[src/rtl/core/cit_pkg.sv]
package cit_pkg;

   localparam int unsigned CmdWidth    = 2;
   localparam int unsigned PosWidth    = 4;
   localparam int unsigned ItemWidth   = 32;
   localparam int unsigned StatusWidth = 2;
   localparam int unsigned CountWidth  = 5;

   typedef enum logic [CmdWidth-1:0] {
      CMD_APPEND = 2'd0,
      CMD_SET    = 2'd1,
      CMD_GET    = 2'd2,
      CMD_DELETE = 2'd3
   } command_type;

   typedef enum logic [StatusWidth-1:0] {
      STATUS_OK    = 2'd0,
      STATUS_RANGE = 2'd1,
      STATUS_FULL  = 2'd2
   } status_type;

endpackage

[src/rtl/core/cit_ram.sv]
module cit_ram #(
   parameter int unsigned WIDTH = 32,
   parameter int unsigned DEPTH = 16
) (
   input  logic                     clock,
   input  logic                     wr_en,
   input  logic [$clog2(DEPTH)-1:0] wr_addr,
   input  logic [WIDTH-1:0]         wr_data,
   input  logic                     rd_en,
   input  logic [$clog2(DEPTH)-1:0] rd_addr,
   output logic [WIDTH-1:0]         rd_data
);

   logic [WIDTH-1:0] mem [DEPTH];
   logic [WIDTH-1:0] rd_data_ff;

   always_ff @(posedge clock) begin
      if (wr_en) begin
         mem[wr_addr] <= wr_data;
      end
      if (rd_en) begin
         rd_data_ff <= mem[rd_addr];
      end
   end

   assign rd_data = rd_data_ff;

endmodule

[src/rtl/core/compacting_item_table.sv]
// Ordered table of up to DEPTH 32-bit items held in one single-port-write RAM.
// Each request transaction carries append, set, get or delete and yields exactly
// one response transaction with the read value, a status and the entry count.
// Requests are taken one at a time. Append, set, delete of the last entry and
// any out-of-range or full-table command answer from ST_IDLE. Get waits in ST_GET
// for the registered RAM read; any other delete runs in ST_SHIFT, where the RAM
// moves one entry down per cycle, reading the next entry while writing this one.
// A finished response waits in an output register; the next request is taken
// in the same cycle the response is taken or once it has been taken.
module compacting_item_table #(
   parameter int unsigned DEPTH = 16
) (
   input  logic        clock,
   input  logic        reset,

   input  logic        req_valid,
   output logic        req_stall,
   input  logic [1:0]  req_command,
   input  logic [3:0]  req_position,
   input  logic [31:0] req_item_value,

   output logic        rsp_valid,
   input  logic        rsp_stall,
   output logic [31:0] rsp_read_value,
   output logic [1:0]  rsp_status,
   output logic [4:0]  rsp_count
);

   localparam int unsigned AW  = $clog2(DEPTH);
   localparam int unsigned CW  = $clog2(DEPTH + 1);
   localparam int unsigned XW  = (CW > cit_pkg::PosWidth) ? CW : cit_pkg::PosWidth;
   localparam int unsigned CW1 = CW + 1;

   typedef enum logic [2:0] {
      ST_IDLE  = 3'b001,
      ST_GET   = 3'b010,
      ST_SHIFT = 3'b100
   } state_type;

   state_type state_ff, state_in;
   logic [CW-1:0] count_ff, count_in;
   logic [AW-1:0] idx_ff, idx_in;

   logic                           rsp_valid_ff;
   logic [cit_pkg::ItemWidth-1:0]  rsp_read_value_ff;
   logic [cit_pkg::StatusWidth-1:0] rsp_status_ff;
   logic [cit_pkg::CountWidth-1:0] rsp_count_ff;

   logic                            load;
   logic [cit_pkg::ItemWidth-1:0]   ld_value;
   cit_pkg::status_type             ld_status;

   logic          wr_en, rd_en;
   logic [AW-1:0] wr_addr, rd_addr;
   logic [31:0]   wr_data, rd_data;

   logic          out_free, req_accept, pos_ok;
   logic [XW-1:0] pos_x, cnt_x;

   cit_ram #(
      .WIDTH (cit_pkg::ItemWidth),
      .DEPTH (DEPTH)
   ) u_ram (
      .clock   (clock),
      .wr_en   (wr_en),
      .wr_addr (wr_addr),
      .wr_data (wr_data),
      .rd_en   (rd_en),
      .rd_addr (rd_addr),
      .rd_data (rd_data)
   );

   assign out_free   = !rsp_valid_ff || !rsp_stall;
   assign req_stall  = !((state_ff == ST_IDLE) && out_free);
   assign req_accept = req_valid && !req_stall;
   assign pos_x      = XW'(req_position);
   assign cnt_x      = XW'(count_ff);
   assign pos_ok     = pos_x < cnt_x;

   always_comb begin
      state_in  = state_ff;
      count_in  = count_ff;
      idx_in    = idx_ff;
      wr_en     = 1'b0;
      wr_addr   = '0;
      wr_data   = '0;
      rd_en     = 1'b0;
      rd_addr   = '0;
      load      = 1'b0;
      ld_value  = '0;
      ld_status = cit_pkg::STATUS_OK;
      case (state_ff)
         ST_IDLE: begin
            if (req_accept) begin
               case (req_command)
                  cit_pkg::CMD_APPEND: begin
                     load = 1'b1;
                     if (CW1'(count_ff) >= CW1'(DEPTH)) begin
                        ld_status = cit_pkg::STATUS_FULL;
                     end else begin
                        wr_en    = 1'b1;
                        wr_addr  = AW'(count_ff);
                        wr_data  = req_item_value;
                        count_in = count_ff + CW'(1);
                     end
                  end
                  cit_pkg::CMD_SET: begin
                     load = 1'b1;
                     if (!pos_ok) begin
                        ld_status = cit_pkg::STATUS_RANGE;
                     end else begin
                        wr_en   = 1'b1;
                        wr_addr = AW'(req_position);
                        wr_data = req_item_value;
                     end
                  end
                  cit_pkg::CMD_GET: begin
                     if (!pos_ok) begin
                        load      = 1'b1;
                        ld_status = cit_pkg::STATUS_RANGE;
                     end else begin
                        rd_en    = 1'b1;
                        rd_addr  = AW'(req_position);
                        state_in = ST_GET;
                     end
                  end
                  default: begin
                     if (!pos_ok) begin
                        load      = 1'b1;
                        ld_status = cit_pkg::STATUS_RANGE;
                     end else if (pos_x == cnt_x - XW'(1)) begin
                        // last entry: nothing to move
                        load     = 1'b1;
                        count_in = count_ff - CW'(1);
                     end else begin
                        rd_en    = 1'b1;
                        rd_addr  = AW'(req_position) + AW'(1);
                        idx_in   = AW'(req_position);
                        state_in = ST_SHIFT;
                     end
                  end
               endcase
            end
         end
         ST_GET: begin
            load     = 1'b1;
            ld_value = rd_data;
            state_in = ST_IDLE;
         end
         ST_SHIFT: begin
            // rd_data holds entry idx+1; write it down into idx
            wr_en   = 1'b1;
            wr_addr = idx_ff;
            wr_data = rd_data;
            if (CW1'(idx_ff) + CW1'(2) < CW1'(count_ff)) begin
               rd_en   = 1'b1;
               rd_addr = idx_ff + AW'(2);
               idx_in  = idx_ff + AW'(1);
            end else begin
               count_in = count_ff - CW'(1);
               load     = 1'b1;
               state_in = ST_IDLE;
            end
         end
         default: begin
            state_in = ST_IDLE;
         end
      endcase
   end

   always_ff @(posedge clock) begin
      if (reset) begin
         state_ff     <= ST_IDLE;
         count_ff     <= '0;
         rsp_valid_ff <= 1'b0;
      end else begin
         state_ff <= state_in;
         count_ff <= count_in;
         if (load) begin
            rsp_valid_ff <= 1'b1;
         end else if (!rsp_stall) begin
            rsp_valid_ff <= 1'b0;
         end
      end
   end

   always_ff @(posedge clock) begin
      idx_ff <= idx_in;
      if (load) begin
         rsp_read_value_ff <= ld_value;
         rsp_status_ff     <= ld_status;
         rsp_count_ff      <= cit_pkg::CountWidth'(count_in);
      end
   end

   assign rsp_valid      = rsp_valid_ff;
   assign rsp_read_value = rsp_read_value_ff;
   assign rsp_status     = rsp_status_ff;
   assign rsp_count      = rsp_count_ff;

   a_count_in_range: assert property (@(posedge clock) disable iff (reset)
      CW1'(count_ff) <= CW1'(DEPTH))
      else $error("entry count beyond capacity");

   a_busy_output_empty: assert property (@(posedge clock) disable iff (reset)
      (state_ff != ST_IDLE) |-> !rsp_valid_ff)
      else $error("response pending while a multi-cycle transaction runs");

   a_shift_in_range: assert property (@(posedge clock) disable iff (reset)
      (state_ff == ST_SHIFT) |-> (CW1'(idx_ff) + CW1'(1) < CW1'(count_ff)))
      else $error("shift reads beyond the stored entries");

   a_append_grows: assert property (@(posedge clock) disable iff (reset)
      (req_accept && (req_command == cit_pkg::CMD_APPEND)
         && (CW1'(count_ff) < CW1'(DEPTH)))
      |=> (count_ff == $past(count_ff) + CW'(1)) && rsp_valid_ff)
      else $error("append did not grow the table");

   a_shift_ends_shrunk: assert property (@(posedge clock) disable iff (reset)
      ((state_ff == ST_SHIFT) && (state_in == ST_IDLE))
      |=> (count_ff == $past(count_ff) - CW'(1)))
      else $error("delete did not shrink the table");

endmodule
[config.mk]
export PLATFORM = sky130hd
export DESIGN_NAME = compacting_item_table
export DESIGN_NICKNAME = d
export VERILOG_FILES = /design/src/rtl/core/cit_pkg.sv /design/src/rtl/core/cit_ram.sv /design/src/rtl/core/compacting_item_table.sv
export SDC_FILE = /design/constraint.sdc
export NUM_CORES = 1
export LEC_CHECK = 0
export BUFFER_PORTS_ARGS = -buffer_cell sky130_fd_sc_hd__buf_2
export CORE_MARGIN = 1
export CORE_UTILIZATION = 33
export CTS_BUF_LIST = sky130_fd_sc_hd__clkbuf_8
export CTS_CLUSTER_DIAMETER = 40
export DETAILED_ROUTE_END_ITERATION = 6
export PLACE_DENSITY = 0.6
export SYNTH_ARGS = -nofsm -noshare
export SYNTH_HDL_FRONTEND = slang
export SYNTH_SLANG_ARGS = --single-unit
[constraint.sdc]
create_clock -name clock -period 7.15 [get_ports clock]
set_clock_uncertainty 0.05 [all_clocks]
set_input_delay 1.43 -clock clock [delete_from_list [all_inputs] [get_ports clock]]
set_output_delay 1.43 -clock clock [all_outputs]
set_load 0.01 [all_outputs]
* Yosys cells after proc, flatten, opt, wreduce, memory -nomap -nowiden
Memory sizes are Yosys's and may differ from the RTL's. A register that Yosys moved wholly into a read port is not among the register bits.
Cells that the tools add are included.
** Word-level totals
- Flip-flop bits (word level) :: 52
- Memory bits (writable) :: 512
- Logic and storage cells :: 107
- Memories kept :: 1
** Memory list
- u_ram.mem :: depth 16, bits a word 32, rd ports 1, clocked after memory_dff 1, write ports 1, RTL line cit_ram.sv:14 : logic [WIDTH-1:0] mem [DEPTH];
** Cells by class
- Add/subtract/negate cells :: 6
- Order comparisons :: 3
- Equality and inequality tests :: 15
- Multiplexer cells :: 61
- Reductions and logical operators :: 14
** Operators with widths (count)
- 32-bit case mux with 2 select lines :: 2
- 32-bit two-way mux :: 3
- 4-bit two-way mux :: 12
- 4-bit case mux with 2 select lines :: 5
- 5-bit two-way mux :: 5
- 5-bit case mux with 2 select lines :: 2
- 1-bit two-way mux :: 17
- 3-bit two-way mux :: 5
- 2-bit inequality test (second input constant) :: 7
- 3-bit case mux with 2 select lines :: 2
- 1-bit case mux with 2 select lines :: 5
- 4-bit by 1-bit adder with 4-bit output (second input constant) :: 2
- 6-bit AND reduction :: 1
- 4-bit by 2-bit adder with 5-bit output (second input constant) :: 1
- 5-bit by 1-bit adder with 5-bit output (second input constant) :: 1
- 4-bit by 5-bit equality test with 1-bit output :: 1
- 5-bit >= comparator (second input constant) :: 1
- 4-bit by 5-bit < comparator with 1-bit output :: 1
- 5-bit < comparator :: 1
- 5-bit AND reduction :: 1
- 5-bit by 1-bit subtractor with 5-bit output (second input constant) :: 1
- 4-bit by 2-bit adder with 4-bit output (second input constant) :: 1
- 2-bit two-way mux :: 2
- 2-bit OR reduction :: 2
- 15 further kinds :: 18

* Depth between registers and ports, before layout
- Depth after elaboration :: 8
- Depth in mapped cells :: 14
- Mapped depth without buffers :: 11

* Modules after synthesis
Synthesis repeated with hierarchy kept, for this count alone.
** Second synthesis, totals
- Cells, all modules :: 1167
- Area, all modules :: 23533.8 µm²
** Modules (own cells, without submodules)
- cit_ram :: instances 1, cells an instance 838, area each 20155.6 µm², seq. area each 16335.7 µm²
- compacting_item_table :: instances 1, cells an instance 329, area each 3378.2 µm², seq. area each 1471.4 µm²

* Least setup slack after synthesis
OpenSTA, ideal clock, no wires.
- Path kind :: input -> register
- Start :: input port req_position[1]
- End :: memory u_ram.mem[0][0], enable pin
- Setup time :: 0.461 ns
- Data arrival time :: 5.301 ns
- Required time :: 6.639 ns
- Path slack :: 1.337 ns
- Cell stages on the path :: 9
- Buffers on the path :: 0
- Cell sequence :: ha_1 -> nor2b_1 -> o21ai_0 -> a211o_1 -> and2_1 -> a22oi_1 -> o21ai_0 -> or2_2 -> nor3_1
** On the way
- Cells in the longest elaborated chain, start to end :: 7
- Elaborated cells between the ends (all ways) :: 11
** Ends and longest elaborated chain
- from (decl) :: RTL line compacting_item_table.sv:19 : input logic [3:0] req_position,
- 4-bit by 5-bit < comparator with 1-bit output :: RTL line compacting_item_table.sv:78 : assign pos_ok = pos_x < cnt_x;
- 1-bit two-way mux :: RTL line compacting_item_table.sv:109 : if (!pos_ok) begin
- 1-bit case mux with 2 select lines :: RTL line compacting_item_table.sv:95 : case (req_command)
- 1-bit two-way mux :: RTL line compacting_item_table.sv:94 : if (req_accept) begin
- 1-bit case mux with 2 select lines :: RTL line compacting_item_table.sv:92 : case (state_ff)
- 1-bit two-way mux :: RTL line cit_ram.sv:18 : if (wr_en) begin
- 1-bit two-way mux (not written as such) :: RTL line cit_ram.sv:19 : mem[wr_addr] <= wr_data;
- to (decl) :: RTL line cit_ram.sv:14
Several ways; a longest one is shown, not always the timed one.

* Worst setup path in the final report
- Start :: register state_ff[1]
- End :: register u_ram.rd_data_ff[17], in the netlist u_ram.rd_data[17] (read register of u_ram.mem), data pin
** On the way
- Cells in the longest elaborated chain, start to end :: 5
- Elaborated cells between the ends (all ways) :: 8
** Ends and longest elaborated chain
- from (decl) :: RTL line compacting_item_table.sv:40 : state_type state_ff, state_in;
- from (signal assigned) :: RTL line compacting_item_table.sv:177 : state_ff <= state_in;
- 3-bit by 1-bit equality test with 1-bit output :: RTL line compacting_item_table.sv:74, compacting_item_table.sv:92
- 1-bit logical AND :: RTL line compacting_item_table.sv:74 : assign req_stall = !((state_ff == ST_IDLE) && out_free);
- 1-bit logical AND :: RTL line compacting_item_table.sv:75 : assign req_accept = req_valid && !req_stall;
- 4-bit two-way mux / 1-bit two-way mux (equally long branches) :: RTL line compacting_item_table.sv:94
- 4-bit case mux with 2 select lines / 1-bit case mux with 2 select lines (equally long branches) :: RTL line compacting_item_table.sv:92
- to (decl) :: RTL line cit_ram.sv:15 : logic [WIDTH-1:0] rd_data_ff;
Several ways; a longest one is shown, not always the timed one.
A chain may end at the register's enable or synchronous reset.

==> impl_metrics.py <==
metrics = {
    "timing": {
        "worst_slack_ns": 2.037,
        "finalSetupViolations": 0,
        "tns_ns": 0,
        "period_minus_slack_ns": 5.113,
        "fmax_mhz": 195.6,
        "rsz0062_at_grt": "no",
        "slew_headroom_pct": 14.99,
        "finalCritPeriodShare_pct": 71.51,
        "worst_pin_slew_ns": 1.275,
        "drv_slew": 0,
        "hold_slack_ns": 0.5290,
        "hold_viol": 0,
    },
    "pwr": {
        "leakagePower_nw": 9.403,
        "pwr-share-comb_pct": 5.3,
        "powerDensity_nw_per_um2": 247.4,
        "switchingPower_mw": 1.652,
        "p_seq_share_pct": 55.2,
        "finalPower_mw": 7.037,
        "internal-power_mw": 5.385,
        "p_clk_share_pct": 39.5,
        "swShare_pct": 23.47,
        "ir_worst_vdd_v": 0.0001220,
    },
    "finish": {
        "area_delta_synth_final_pct": 13.39,
        "fin_nets": 1967,
        "drive_above_1_share_pct": 17.63,
        "final_common_cell": "edfxtp_1",
        "final_cell_mix": "edfxtp_1 (587), o21ai_0 (222), nand3_1 (197)",
        "final_util_pct": 38.02,
    },
    "placed_design": {
        "dp_hpwl_mm": 38.95,
        "gp_congestion": 0.8550,
        "post-place-ws_ns": 1.550,
        "numPortBuffers": 82,
    },
    "floorplan": {
        "core_area_um2": 74820,
        "die-height_um": 277.7,
        "rows": 100,
        "die_area_um2": 77130,
        "initial_core_util_pct": 33.53,
        "die_x_um": 277.7,
        "io_pins": 83,
    },
    "worst_setup_path": {
        "crit_fanout": 36,
        "critical_path_class": "reg2reg",
        "cp.arrival_ns": 5.48,
        "critPathRequiredTime_ns": 7.51,
        "start_kind": "flop",
        "end_kind": "flop",
        "r2r_cells": 9,
    },
    "clock_network": {
        "cts.sinks": 596,
        "cts_resized": 0,
        "holdBufCountCts": 0,
        "clockBufferDepth": 3,
        "cts_max_level": 3,
        "cts_tree": "done",
        "clock_latency_ns": 0.70,
        "cts_root_buffer": "clkbuf_8",
        "post-cts-setup-buffer-count": 0,
        "path_clk_slew_ns": 0.06,
        "numCtsBuffers": 95,
    },
    "synthesis": {
        "syn_inst": 1840,
        "synth_xor_area_share_pct": 0.4788,
        "synth_top_family_by_area": "compound AO/OA/AOI/OAI gates",
        "synthMuxAreaShare_pct": 2.913,
        "yosys.area_share.simple_pct": 9.426,
        "synth-compound-area-share_pct": 12.50,
        "async_flop_share_pct": 0,
        "syn_area_um2": 25090,
        "synth_fa_ha_area_share_pct": 0.8978,
        "ys.flop_type": "edfxtp_1",
        "synth_edf_count": 587,
        "synth_cell_types": 58,
        "syn_avg_cell_area_um2": 13.63,
        "yosysWarningCount": 0,
        "synth_nets": 1900,
        "ys_seq_area_share_pct": 70.98,
        "synth_seq_cells": 596,
    },
    "detailed_routing": {
        "drt_iter0_drc": 2490,
        "wl_mm": 73.66,
        "post_drt_via_cell_ratio": 5.809,
        "drcViolationCount": 0,
        "drt_first_pass_iters": 6,
        "ant_nets": 0,
        "wl_per_cell_um": 24.97,
        "num_vias": 17140,
    },
    "global_routing": {
        "grt_pass1_vias": 16590,
        "grt_use_total_pct": 18.72,
        "antenna_found_initial": 3,
        "gr-total-overflow": 0,
        "grt_max_degree": 194,
        "grt_pass1_wl_mm": 108.8,
    },
    "outcome": {
        "status": "completed",
    },
    "min_path": {
        "hold_class": "reg2reg",
        "min_path_cells": 2,
    },
    "flow_run": {
        "cap_violations": 0,
    },
}
==> cell usage after synthesis, types with 5 or more instances <==
master | instances | share of area (%)
edfxtp_1 | 587 | 70
o21ai_0 | 223 | 4.4
nand3_1 | 199 | 4.0
a211oi_1 | 133 | 4.0
clkbuf_1 | 117 | 1.8
nand2_1 | 99 | 1.5
a21oi_1 | 71 | 1.4
mux2_2 | 64 | 2.9
and3_1 | 37 | 0.92
nor2_1 | 36 | 0.54
nand4_1 | 33 | 0.82
a22o_1 | 32 | 1.1
nor4_1 | 32 | 0.80
buf_2 | 22 | 0.44
ha_1 | 18 | 0.90
o21ai_1 | 15 | 0.30
inv_1 | 12 | 0.18
buf_1 | 9 | 0.13
dfxtp_1 | 9 | 0.72
xnor2_1 | 9 | 0.31
nor2b_1 | 8 | 0.20
a22oi_1 | 5 | 0.15
nand2b_1 | 5 | 0.12
nor3_1 | 5 | 0.10
==> flip-flops by register name, summed over array words and instances, names as in the netlist <==
signal / flops
cnt_x: 5
idx_ff: 4
rsp_count: 5
rsp_read_value: 32
rsp_status: 2
rsp_valid: 1
state_ff: 3
u_ram.mem: 512
u_ram.rd_data: 32
==> area by class of cell <==
type | count | area (um2)
inverters | 12 | 45.04
fillers | 7048 | 46380
repair buffers | 126 | 778.2
clock inverters | 74 | 455.4
diodes | 1 | 2.502
well taps | 969 | 1212
flip-flops and latches | 596 | 17810
multi-input cells | 1076 | 6824
clock buffers | 96 | 1321
==> routing by layer <==
metal | part of all wire, % | global-route usage (%)
met5 | 0 | 0
met4 | 1.6 | 4.377
met3 | 9.2 | 3.495
met2 | 45 | 28.29
met1 | 44 | 27.66
==> through the flow <==
stage               instance area [um2]  std cells
global placement                  26670       2779
CTS                               28440       2949
detailed placement                26670       2779
global route                      28450       2950
floorplan                         25090       1840
finish                            28450       2950
==> final timing paths <==
kind / slack, ns / to / from
min reg2reg: 0.53 / rsp_valid / rsp_valid
max reg2reg: 2.04 / u_ram.rd_data[17] / state_ff[1]
max: 2.04 / u_ram.rd_data[17] / state_ff[1]
min: 0.53 / rsp_valid / rsp_valid
==> worst max-delay path: stages, from the launching register on <==
cell and delay, ns:
dfxtp_1 0.30, buf_4 0.26, nor3b_1 0.68, nand3_1 0.53, a211oi_1 1.05, or2_2 0.76
buf_4 0.60, a211oi_1 0.12, nor4_1 0.34, nand4_1 0.12
==> power groups by stage <==
stage	logic [mW]	clock network [mW]	registers [mW]
2_1_floorplan	0.207	0	3.96
6_report	0.371	2.78	3.89
4_1_cts	0.367	2.81	3.89
5_1_grt	0.398	2.96	3.89
3_3_place_gp	0.359	0	3.96
3_5_place_dp	0.366	0	3.96
==> cells by family after synthesis <==
kind of cell	after synthesis
DFF	596
AOI/OAI and AO/OA	510
and+or+nand+nor	471
buffers and inverters	168
muxes	65
adders and majority gates	18
xor gates and xnor gates	12
(Power assumes the default switching activity.)
